### config.mk
export PLATFORM = sky130hd
export DESIGN_NAME = windowed_bitrate_meter_top
export DESIGN_NICKNAME = d
export VERILOG_FILES = /design/src/design/wbm_pkg.sv /design/src/design/windowed_bitrate_meter_top.sv /design/src/design/wbm_fifo.sv /design/src/design/wbm_div.sv /design/src/design/wbm_core.sv
export SDC_FILE = /design/constraint.sdc
export NUM_CORES = 2
export LEC_CHECK = 0
export BUFFER_PORTS_ARGS = -buffer_cell sky130_fd_sc_hd__buf_2
export CORE_ASPECT_RATIO = 0.6
export CORE_MARGIN = 2
export CORE_UTILIZATION = 60
export DETAILED_ROUTE_END_ITERATION = 16
export PLACE_DENSITY = 0.78
export SYNTH_ARGS = -nofsm -noshare
export SYNTH_HDL_FRONTEND = slang
export SYNTH_SLANG_ARGS = --single-unit
### constraint.sdc
create_clock -name i_clk -period 14.5 [get_ports i_clk]
set_input_delay 0.725 -clock i_clk [delete_from_list [all_inputs] [get_ports i_clk]]
set_output_delay 0.725 -clock i_clk [all_outputs]
set_load 0.05 [all_outputs]
### src/design/wbm_pkg.sv
package wbm_pkg;

    localparam int unsigned NumWin   = 8;
    localparam int unsigned DvdW     = 67;
    localparam int unsigned DvsW     = 39;
    localparam int unsigned RateW    = 31;
    localparam logic [RateW-1:0] RateMax = {RateW{1'b1}};

    // Milliseconds are taken as (elapsed_us / 8) * MsRecip >> MsShift, which is
    // exact for every 48-bit elapsed time.
    localparam int unsigned MsShift  = 52;
    localparam logic [47:0] MsRecip  = 48'd36028797018964;

    localparam logic [1:0] ModeAdd    = 2'd0;
    localparam logic [1:0] ModeSample = 2'd1;
    localparam logic [1:0] ModeReport = 2'd2;
    localparam logic [1:0] ModeUnused = 2'd3;

    typedef struct packed {
        logic [31:0] send_add;
        logic [31:0] recv_add;
        logic [47:0] now_us;
        logic [1:0]  mode;
    } t_item;

    function automatic logic [47:0] span_us(input logic [1:0] w);
        logic [47:0] s;
        case (w)
            2'd0:    s = 48'd30000000;
            2'd1:    s = 48'd60000000;
            2'd2:    s = 48'd300000000;
            default: s = 48'd3600000000;
        endcase
        return s;
    endfunction

endpackage

### src/design/windowed_bitrate_meter_top.sv
// Channel  Direction  Signals                          Contents
// s_axis   in         i_s_axis_tvalid/tready/tdata/tuser  one input word
// m_axis   out        o_m_axis_tvalid/tready/tdata         one result word
//
// An add word updates the two totals and then gives its result.
// A sample or report word visits the eight windows in turn; a window whose
// span has elapsed adds a multiply for the milliseconds and a pass of the
// one-bit-per-cycle divider.
// Reset is synchronous and active low and clears all totals and windows.
// A short input queue keeps accepting words, until it is full, while the result waits.
module windowed_bitrate_meter_top #(
    parameter int unsigned QUEUE_DEPTH = 2
) (
    input  logic         i_clk,
    input  logic         i_rst_n,
    input  logic         i_s_axis_tvalid,
    output logic         o_s_axis_tready,
    // now_us[47:0], recv_add[79:48], send_add[111:80]
    input  logic [111:0] i_s_axis_tdata,
    // mode[1:0]
    input  logic [1:0]   i_s_axis_tuser,
    output logic         o_m_axis_tvalid,
    input  logic         i_m_axis_tready,
    // recv_rate_30s, send_rate_30s, recv_rate_1m, send_rate_1m, recv_rate_5m,
    // send_rate_5m, recv_rate_60m, send_rate_60m (31 bits each from bit 0),
    // recv_delta[311:248], send_delta[375:312]
    output logic [375:0] o_m_axis_tdata
);

    wbm_pkg::t_item w_in_item;
    wbm_pkg::t_item w_q_item;
    logic           w_q_valid;
    logic           w_q_ready;

    assign w_in_item.mode     = i_s_axis_tuser;
    assign w_in_item.now_us   = i_s_axis_tdata[47:0];
    assign w_in_item.recv_add = i_s_axis_tdata[79:48];
    assign w_in_item.send_add = i_s_axis_tdata[111:80];

    wbm_fifo #(
        .DEPTH (QUEUE_DEPTH)
    ) u_fifo (
        .i_clk      (i_clk),
        .i_rst_n    (i_rst_n),
        .i_wr_valid (i_s_axis_tvalid),
        .o_wr_ready (o_s_axis_tready),
        .i_wr_item  (w_in_item),
        .o_rd_valid (w_q_valid),
        .i_rd_ready (w_q_ready),
        .o_rd_item  (w_q_item)
    );

    wbm_core u_core (
        .i_clk        (i_clk),
        .i_rst_n      (i_rst_n),
        .i_item_valid (w_q_valid),
        .o_item_ready (w_q_ready),
        .i_item       (w_q_item),
        .o_res_valid  (o_m_axis_tvalid),
        .i_res_ready  (i_m_axis_tready),
        .o_res_data   (o_m_axis_tdata)
    );

endmodule

### src/design/wbm_fifo.sv
module wbm_fifo #(
    parameter int unsigned DEPTH = 2
) (
    input  logic           i_clk,
    input  logic           i_rst_n,
    input  logic           i_wr_valid,
    output logic           o_wr_ready,
    input  wbm_pkg::t_item i_wr_item,
    output logic           o_rd_valid,
    input  logic           i_rd_ready,
    output wbm_pkg::t_item o_rd_item
);

    localparam int unsigned PtrW = (DEPTH > 1) ? $clog2(DEPTH) : 1;
    localparam int unsigned CntW = $clog2(DEPTH + 1);

    wbm_pkg::t_item r_mem [DEPTH];
    logic [PtrW-1:0] r_wr_ptr;
    logic [PtrW-1:0] r_rd_ptr;
    logic [CntW-1:0] r_count;
    logic            w_push;
    logic            w_pop;

    assign o_wr_ready = (r_count != CntW'(DEPTH));
    assign o_rd_valid = (r_count != '0);
    assign o_rd_item  = r_mem[r_rd_ptr];
    assign w_push     = i_wr_valid && o_wr_ready;
    assign w_pop      = o_rd_valid && i_rd_ready;

    always_ff @(posedge i_clk) begin
        if (w_push) begin
            r_mem[r_wr_ptr] <= i_wr_item;
        end
    end

    always_ff @(posedge i_clk) begin
        if (!i_rst_n) begin
            r_wr_ptr <= '0;
            r_rd_ptr <= '0;
            r_count  <= '0;
        end else begin
            if (w_push) begin
                r_wr_ptr <= (r_wr_ptr == PtrW'(DEPTH - 1)) ? '0 : r_wr_ptr + 1'b1;
            end
            if (w_pop) begin
                r_rd_ptr <= (r_rd_ptr == PtrW'(DEPTH - 1)) ? '0 : r_rd_ptr + 1'b1;
            end
            case ({w_push, w_pop})
                2'b10:   r_count <= r_count + 1'b1;
                2'b01:   r_count <= r_count - 1'b1;
                default: r_count <= r_count;
            endcase
        end
    end

endmodule

### src/design/wbm_div.sv
module wbm_div (
    input  logic                         i_clk,
    input  logic                         i_rst_n,
    input  logic                         i_start,
    input  logic [wbm_pkg::DvdW-1:0]     i_dividend,
    input  logic [wbm_pkg::DvsW-1:0]     i_divisor,
    output logic                         o_done,
    output logic [wbm_pkg::DvdW-1:0]     o_quot
);

    localparam int unsigned CntW = $clog2(wbm_pkg::DvdW + 1);

    logic [CntW-1:0]           r_cnt;
    logic [wbm_pkg::DvsW-1:0]  r_rem;
    logic [wbm_pkg::DvdW-1:0]  r_q;
    logic [wbm_pkg::DvsW-1:0]  r_dvs;
    logic                      r_done;
    logic [wbm_pkg::DvsW:0]    w_rem2;
    logic                      w_ge;

    assign w_rem2 = {r_rem, r_q[wbm_pkg::DvdW-1]};
    assign w_ge   = (w_rem2 >= {1'b0, r_dvs});
    assign o_done = r_done;
    assign o_quot = r_q;

    always_ff @(posedge i_clk) begin
        if (!i_rst_n) begin
            r_cnt  <= '0;
            r_done <= 1'b0;
        end else begin
            r_done <= 1'b0;
            if (i_start) begin
                r_cnt <= CntW'(wbm_pkg::DvdW);
                r_rem <= '0;
                r_q   <= i_dividend;
                r_dvs <= i_divisor;
            end else if (r_cnt != '0) begin
                r_cnt <= r_cnt - 1'b1;
                if (w_ge) begin
                    r_rem <= wbm_pkg::DvsW'(w_rem2 - {1'b0, r_dvs});
                end else begin
                    r_rem <= w_rem2[wbm_pkg::DvsW-1:0];
                end
                r_q <= {r_q[wbm_pkg::DvdW-2:0], w_ge};
                if (r_cnt == CntW'(1)) begin
                    r_done <= 1'b1;
                end
            end
        end
    end

endmodule

### src/design/wbm_core.sv
module wbm_core (
    input  logic                  i_clk,
    input  logic                  i_rst_n,
    input  logic                  i_item_valid,
    output logic                  o_item_ready,
    input  wbm_pkg::t_item        i_item,
    output logic                  o_res_valid,
    input  logic                  i_res_ready,
    output logic [375:0]          o_res_data
);

    localparam int unsigned AccW = wbm_pkg::MsShift + wbm_pkg::DvsW;

    typedef enum logic [2:0] {
        S_IDLE, S_CHECK, S_MS, S_WAIT_RT, S_FIN, S_OUT
    } t_state;

    t_state                       r_state;
    wbm_pkg::t_item               r_item;
    logic [2:0]                   r_idx;
    logic [63:0]                  r_tot  [2];
    logic [63:0]                  r_mark [2];
    logic [63:0]                  r_wb   [wbm_pkg::NumWin];
    logic [47:0]                  r_wt   [wbm_pkg::NumWin];
    logic [wbm_pkg::RateW-1:0]    r_wr   [wbm_pkg::NumWin];
    logic [wbm_pkg::NumWin-1:0]   r_wv;
    logic [63:0]                  r_drecv;
    logic [63:0]                  r_dsend;
    logic                         r_start;
    logic [wbm_pkg::DvdW-1:0]     r_dvd;
    logic [wbm_pkg::DvsW-1:0]     r_dvs;
    logic [AccW-1:0]              r_acc;
    logic [AccW-1:0]              n_acc;
    logic [1:0]                   r_step;
    logic                         w_done;
    logic [wbm_pkg::DvdW-1:0]     w_quot;
    logic [63:0]                  w_total;
    logic [47:0]                  w_elapsed;
    logic [63:0]                  w_bytes;
    logic [44:0]                  w_y;
    logic [15:0]                  w_chunk;
    logic [60:0]                  w_prod;

    wbm_div u_div (
        .i_clk      (i_clk),
        .i_rst_n    (i_rst_n),
        .i_start    (r_start),
        .i_dividend (r_dvd),
        .i_divisor  (r_dvs),
        .o_done     (w_done),
        .o_quot     (w_quot)
    );

    assign o_item_ready = (r_state == S_IDLE);
    assign o_res_valid  = (r_state == S_OUT);
    assign w_total      = r_tot[r_idx[2]];
    assign w_elapsed    = r_item.now_us - r_wt[r_idx];
    assign w_bytes      = w_total - r_wb[r_idx];
    assign w_y          = w_elapsed[47:3];
    assign w_prod       = {16'd0, w_y} * {45'd0, w_chunk};
    assign n_acc        = {r_acc[AccW-17:0], 16'd0} + AccW'(w_prod);

    always_comb begin
        case (r_step)
            2'd2:    w_chunk = wbm_pkg::MsRecip[47:32];
            2'd1:    w_chunk = wbm_pkg::MsRecip[31:16];
            default: w_chunk = wbm_pkg::MsRecip[15:0];
        endcase
    end

    always_comb begin
        for (int w = 0; w < 4; w++) begin
            o_res_data[62*w +: 31]      = r_wr[w];
            o_res_data[62*w + 31 +: 31] = r_wr[4 + w];
        end
        o_res_data[311:248] = r_drecv;
        o_res_data[375:312] = r_dsend;
    end

    always_ff @(posedge i_clk) begin
        if (!i_rst_n) begin
            r_state <= S_IDLE;
            r_idx   <= '0;
            r_start <= 1'b0;
            r_wv    <= '0;
            r_drecv <= '0;
            r_dsend <= '0;
            r_step  <= '0;
            for (int d = 0; d < 2; d++) begin
                r_tot[d]  <= '0;
                r_mark[d] <= '0;
            end
            for (int w = 0; w < wbm_pkg::NumWin; w++) begin
                r_wb[w] <= '0;
                r_wt[w] <= '0;
                r_wr[w] <= '0;
            end
        end else begin
            r_start <= 1'b0;
            case (r_state)
                S_IDLE: begin
                    if (i_item_valid) begin
                        r_item <= i_item;
                        r_idx  <= '0;
                        if (i_item.mode == wbm_pkg::ModeAdd) begin
                            r_tot[0] <= r_tot[0] + 64'(i_item.recv_add);
                            r_tot[1] <= r_tot[1] + 64'(i_item.send_add);
                            r_state  <= S_FIN;
                        end else if (i_item.mode == wbm_pkg::ModeSample ||
                                     i_item.mode == wbm_pkg::ModeReport) begin
                            r_state <= S_CHECK;
                        end else begin
                            r_state <= S_FIN;
                        end
                    end
                end
                S_CHECK: begin
                    if (!r_wv[r_idx]) begin
                        r_wv[r_idx] <= 1'b1;
                        r_wb[r_idx] <= w_total;
                        r_wt[r_idx] <= r_item.now_us;
                        r_wr[r_idx] <= '0;
                        r_idx       <= r_idx + 1'b1;
                        r_state     <= (r_idx == 3'd7) ? S_FIN : S_CHECK;
                    end else if (r_item.now_us >= r_wt[r_idx] &&
                                 w_elapsed >= wbm_pkg::span_us(r_idx[1:0])) begin
                        r_acc   <= '0;
                        r_step  <= 2'd2;
                        r_state <= S_MS;
                    end else begin
                        r_idx   <= r_idx + 1'b1;
                        r_state <= (r_idx == 3'd7) ? S_FIN : S_CHECK;
                    end
                end
                S_MS: begin
                    r_acc <= n_acc;
                    if (r_step == 2'd0) begin
                        r_dvd   <= {w_bytes, 3'b000};
                        r_dvs   <= n_acc[AccW-1:wbm_pkg::MsShift];
                        r_start <= 1'b1;
                        r_state <= S_WAIT_RT;
                    end else begin
                        r_step <= r_step - 1'b1;
                    end
                end
                S_WAIT_RT: begin
                    if (w_done) begin
                        if (w_quot > wbm_pkg::DvdW'(wbm_pkg::RateMax)) begin
                            r_wr[r_idx] <= wbm_pkg::RateMax;
                        end else begin
                            r_wr[r_idx] <= w_quot[wbm_pkg::RateW-1:0];
                        end
                        r_wb[r_idx] <= w_total;
                        r_wt[r_idx] <= r_item.now_us;
                        r_idx       <= r_idx + 1'b1;
                        r_state     <= (r_idx == 3'd7) ? S_FIN : S_CHECK;
                    end
                end
                S_FIN: begin
                    if (r_item.mode == wbm_pkg::ModeReport) begin
                        r_drecv   <= r_tot[0] - r_mark[0];
                        r_dsend   <= r_tot[1] - r_mark[1];
                        r_mark[0] <= r_tot[0];
                        r_mark[1] <= r_tot[1];
                    end else begin
                        r_drecv <= '0;
                        r_dsend <= '0;
                    end
                    r_state <= S_OUT;
                end
                S_OUT: begin
                    if (i_res_ready) begin
                        r_state <= S_IDLE;
                    end
                end
                default: r_state <= S_IDLE;
            endcase
        end
    end

endmodule

# Yosys cells after proc, flatten, opt, wreduce, memory -nomap -nowiden
# Memory sizes are Yosys's and may differ from the RTL's. A register that Yosys moved wholly into a read port is not among the register bits.
# Cells that the tools add are included.
op_classes:
  n_eq_ne: 25
  mul: 1
  n_addsub: 15
  bitwise_logic: 12
  n_lt_le_gt_ge: 6
  reduce_logical: 30
  mux: 99
op_table:
  columns: ["op", "n"]
  rows:
  - ["two-way mux 64 bit", 8]
  - ["two-way mux 48 bit", 5]
  - ["subtractor 64 bit", 3]
  - ["two-way mux 75 bit", 2]
  - ["one-hot mux 75 bit (2 select lines)", 1]
  - ["two-way mux 67 bit", 2]
  - ["adder 64 x 32 -> 64 bit", 2]
  - [">= comparator 48 bit", 2]
  - ["one-hot mux 32 bit (3 select lines)", 1]
  - ["two-way mux 31 bit", 3]
  - ["adder 91 x 61 -> 91 bit", 1]
  - ["two-way mux 39 bit", 2]
  - ["greater-than comparator 67 x 31 -> 1 bit, second input constant", 1]
  - ["OR reduction 64 bit", 1]
  - ["multiplier 45 x 16 -> 61 bit", 1]
  - ["two-way mux 3 bit", 20]
  - ["OR reduction 48 bit", 1]
  - ["subtractor 48 bit", 1]
  - ["two-way mux 1 bit", 43]
  - [">= comparator 40 x 39 -> 1 bit", 1]
  - ["subtractor 39 bit", 1]
  - ["one-hot mux 16 bit (2 select lines)", 1]
  - ["OR reduction 31 bit", 1]
  - ["one-hot mux 3 bit (6 select lines)", 1]
  - ["37 further kinds", 83]
word_totals:
  wordCells: 216
  n_memories: 6
  out_inout_bits: 378
  inputBits: 118
  mem_bits_rw: 1628
  regBits: 530
memory_table:
  columns: ["memory", "words", "word_bits", "rd", "rd_ports_with_merged_regs", "wr", "line", "source"]
  rows:
  - ["u_core.r_wb", 8, 64, 1, 1, 8, "wbm_core.sv:23", "logic [63:0] r_wb [wbm_pkg::NumWin];"]
  - ["u_core.r_wt", 8, 48, 1, 1, 8, "wbm_core.sv:24", "logic [47:0] r_wt [wbm_pkg::NumWin];"]
  - ["u_core.r_wr", 8, 31, 8, 0, 8, "wbm_core.sv:25", "logic [wbm_pkg::RateW-1:0] r_wr [wbm_pkg::NumWin];"]
  - ["u_fifo.r_mem", 2, 114, 1, 1, 1, "wbm_fifo.sv:17", "wbm_pkg::t_item r_mem [DEPTH];"]
  - ["u_core.r_mark", 2, 64, 2, 0, 2, "wbm_core.sv:22", "logic [63:0] r_mark [2];"]
  - ["u_core.r_tot", 2, 64, 3, 1, 2, "wbm_core.sv:21", "logic [63:0] r_tot [2];"]

# Logic depth before layout (Yosys ltp)
depth:
  depth_word: 12
  ltp_mapped: 43
  ltp_nobuf: 39

# Modules after synthesis
# Synthesis repeated with hierarchy kept, for this count alone.
hier_totals:
  cells_unflattened: 10487
  hier_area_um2: 124515.7
modules_own_cells:
  columns: ["mod", "area_per_inst_um2", "cells_per_inst", "seq_area_each_um2", "instances"]
  rows:
  - ["wbm_core", 107305.4, 9330, 51869.7, 1]
  - ["wbm_div", 8735.9, 778, 4514.3, 1]
  - ["wbm_fifo", 8474.4, 379, 6946.7, 1]

# Worst setup path before layout
# No wires, ideal clock.
synth_path:
  kind: "reg2reg"
  start: "register (tool-made name)"
  end: "register u_core.r_dvs[38] (netlist name), data pin"
  slack_ns: 3.568
  required_time_ns: 14.228
  period_less_slack_ns: 10.932
  setup_ns: 0.272
  path_stages_with_launch: 39
  arrival_ns: 10.661
  path_buffers: 5
  cell_sequence: "dfxtp_1 -> clkbuf_1 -> buf_1 -> buf_1 -> mux4_2 -> mux2i_1 -> ha_1 -> clkbuf_1 -> a21o_1 -> nand2_1 -> nand3_1 -> a2111oi_2 -> o31a_1 -> o21bai_1 -> a21o_1 -> xnor2_1 -> nor2_1 -> fa_1 -> [3 not listed] -> fa_1 -> fa_1 -> fa_1 -> inv_1 -> fa_1 -> inv_1 -> ha_1 -> clkbuf_1 -> nand2_1 -> or4_1 -> nor4_1 -> o2111ai_1 -> a211oi_1 -> nor2_1 -> o31ai_2 -> nand4_1 -> nor4_1 -> xor2_1"
synth_lines:
  columns: ["item", "line", "source"]
  rows:
  - ["end signal: assignment", "wbm_core.sv:139", "r_dvs <= n_acc[AccW-1:wbm_pkg::MsShift];"]
  - ["end: declaration", "wbm_core.sv:31", "logic [wbm_pkg::DvsW-1:0] r_dvs;"]

==> impl_metrics.py <==
metrics = {
    "cts": {
        "cts_setup_buffers": 0,
        "htreeDepth": 4,
        "cts_resized": 0,
        "clock_sinks": 2163,
        "cts_made_buffers": 201,
        "cts_tree": "yes",
        "cts_buffer_depth": 4,
        "clk_latency_ns": 0.91,
        "cts-root-buf": "clkbuf_16",
        "ctsHoldBuffers": 10,
        "path_clk_slew_ns": 0.07,
    },
    "drt": {
        "post_drt_via_cell_ratio": 6.431,
        "first_iter_violations": 12548,
        "routed_wl_mm": 377.3,
        "wl_per_cell_um": 27.74,
        "drc": 0,
        "ant_nets": 0,
        "num_vias": 87462,
        "drt_pass1_iterations": 6,
    },
    "finish": {
        "fin_area_um2": 135100,
        "nets": 11929,
        "multiInputGateArea_um2": 54690,
        "syn2layout_area_growth_pct": 9.559,
        "regArea_um2": 63350,
        "layout-drive-gt1-share_pct": 13.08,
        "fillers": 14903,
    },
    "worst_setup_path": {
        "slowest_delay_ns": 0.85,
        "critical_path_arrival_ns": 14.58,
        "worst-path-max-fanout": 37,
        "endpoint_kind": "register",
        "criticalPathCategory": "register to register",
        "cp_slowest_cell": "dfxtp_4",
        "required_ns": 15.14,
        "critPathLaunchType": "register",
    },
    "grt": {
        "grt_pass1_vias": 84260,
        "gr-usage-met2_pct": 49.95,
        "use_met3_pct": 9.963,
        "grt_overflow_total": 0,
        "top_usage_layer": "met1",
        "grt_usage_pct": 35.78,
        "grt_max_degree": 131,
        "antenna_found_initial": 24,
        "grt_pass1_wl_mm": 554.3,
        "met1_usage_pct": 55.29,
    },
    "place": {
        "gp_congestion": 0.9894,
        "hpwlAfterDp_mm": 268.7,
        "placed_cell_area_um2": 128800,
        "portBuffers": 495,
    },
    "sta": {
        "fmax_mhz": 71.72,
        "rsz0062_at_grt": "false",
        "fin_crit_ns": 13.94,
        "slew_violations": 0,
        "hold_viol": 0,
        "finalSetupViolations": 0,
        "setup_tns_ns": 0,
        "tightest_slew_ns": 1.353,
        "slew_headroom_pct": 7.240,
        "skew_ns": 0.1151,
        "period_share_pct": 96.16,
    },
    "floorplan": {
        "row_count": 128,
        "dieArea_um2": 209300,
        "pin_count": 496,
        "start_util_pct": 60.59,
        "core-area_um2": 203600,
        "die_w_um": 589.3,
        "die_h_um": 355.2,
    },
    "synthesis": {
        "synthFlopType": "edfxtp_1",
        "synth.net_count": 11562,
        "synth_edf_count": 2001,
        "ys_seq_area_share_pct": 51.35,
        "async_reset_ff_share_pct": 0,
        "synth_seq_cells": 2163,
        "postSynthAreaPerCell_um2": 11.93,
        "synth_area_um2": 123300,
        "synth_cells": 10340,
        "yosysUniqueCellTypes": 94,
        "synth_warnings": 0,
    },
    "min_path": {
        "min_path_type": "input pin to register",
    },
    "run_status": {
        "status": "complete, no violations",
    },
    "flow_run": {
        "drv_cap": 0,
    },
}
layout by cell type (no fill, tap or decap), types with 32 or more instances in the layout:
master	n
clkbuf_16	202
nand4_1	79
nand2_1	463
and2_1	57
xor2_1	188
buf_2	494
a21o_1	259
and3_1	547
nor2b_1	57
inv_1	1002
mux4_2	224
dfxtp_1	156
a21oi_1	398
o21ai_1	40
mux2i_1	215
nand3_1	118
a211oi_1	41
o21bai_1	66
edfxtp_1	2001
nor3_1	85
o21a_1	55
a31oi_1	42
xnor2_1	249
ha_1	596
o21ai_0	313
clkinv_1	36
nor4_1	32
clkinv_2	35
fa_1	508
buf_4	142
clkbuf_1	38
nand2b_1	58
nor2_1	1415
mux2_2	177
metal layers:
layer,wire [µm],up-vias
met4,9952,12
met3,50830,627
met1,158900,43643
met5,175,-
li1,-,37424
met2,157500,5756
Yosys cell counts (249+ instances only):
cell,number,area share (%)
a21o_1,259,1.6
a21oi_1,398,1.6
and3_1,551,2.8
clkbuf_1,424,1.3
edfxtp_1,2001,49
fa_1,508,8.2
ha_1,596,6.0
inv_1,1002,3.0
nand2_1,481,1.5
nor2_1,1421,4.3
o21ai_0,313,1.3
xnor2_1,249,1.8
area by class of cell:
type	instances	share of cell area, %
inverters	1006	2.795
well taps	2730	2.528
flip-flops and latches	2163	46.89
multi-input cells	6686	40.47
repair buffers	649	2.737
clock buffers	245	3.897
diodes	12	0.02222
clock inverters	109	0.6602
state kept, by name, summed over array words and instances, names as in the netlist, 3 cells and up, named ones only:
signal and count:
u_core.r_wr 248, u_core.u_div.r_rem 39, u_core.r_wb 512, u_core.r_wt 384, u_fifo.r_mem 228, u_core.r_wv 8, u_core.r_dvd 64, u_core.r_item 50
u_core.r_state 3, u_core.r_tot 128, u_core.r_drecv 64, u_core.r_idx 3, u_core.u_div.r_dvs 39, u_core.u_div.r_cnt 7, u_core.r_acc 75, u_core.u_div.o_quot 67
u_core.r_dvs 39, u_core.r_dsend 64, u_core.r_mark 128
logic make-up (layout without fill, tap and decap cells):
kind of cell	after synthesis	after routing	share of synthesized area [%]
muxes	616	616	7.452
and+or+nand+nor	3049	3049	11.51
other	0	12	0
DFF	2163	2163	51.35
buffers and inverters	1491	2009	4.544
AOI/OAI and AO/OA	1477	1477	7.710
xor gates and xnor gates	440	440	3.143
adders and majority gates	1104	1104	14.29
worst max-delay path, delay by kind of cell, from the launching register on:
kind                       cells  cell delay, ns
AOI/OAI and AO/OA             13            4.77
adders and majority gates      8            3.90
and+or+nand+nor                5            1.35
buffers and inverters          9            1.18
xor gates and xnor gates       2            0.86
DFF                            1            0.85
muxes                          2            0.78
worst paths after layout:
check | start | end | slack [ns] | depth (start not counted)
worst min-delay path | i_s_axis_tdata[66] | u_fifo.r_mem[1][68]$_DFFE_PP_ | 0.04 | 1
worst max register to register | register | u_core.r_dvs[23]$_DFFE_PP_ | 0.56 | 39
worst max-delay path | register | u_core.r_dvs[23]$_DFFE_PP_ | 0.56 | 39
worst min register to register | u_core.r_dvs[33]$_DFFE_PP_ | u_core.u_div.r_dvs[33]$_DFFE_PP_ | 0.41 | 0
stage by stage:
| stage | hold slack (ns) | util (%) | worst slack (ns) | std cells |
|---|---|---|---|---|
| after floorplan | 0.4003 | - | 3.568 | 10340 |
| after global placement | 0.4053 | 63.29 | 1.193 | 13224 |
| after CTS | 0.001105 | 66.37 | 1.076 | 13588 |
| final | 0.03879 | 66.38 | 0.5574 | 13600 |
| after detailed placement | 0.4045 | 63.29 | 1.188 | 13224 |
| after global routing | 0.01131 | 66.37 | 0.1380 | 13596 |
Power is left out: the tool's default activity adds up to more than one toggle a clock period on the data nets, which glitch-free logic cannot reach.
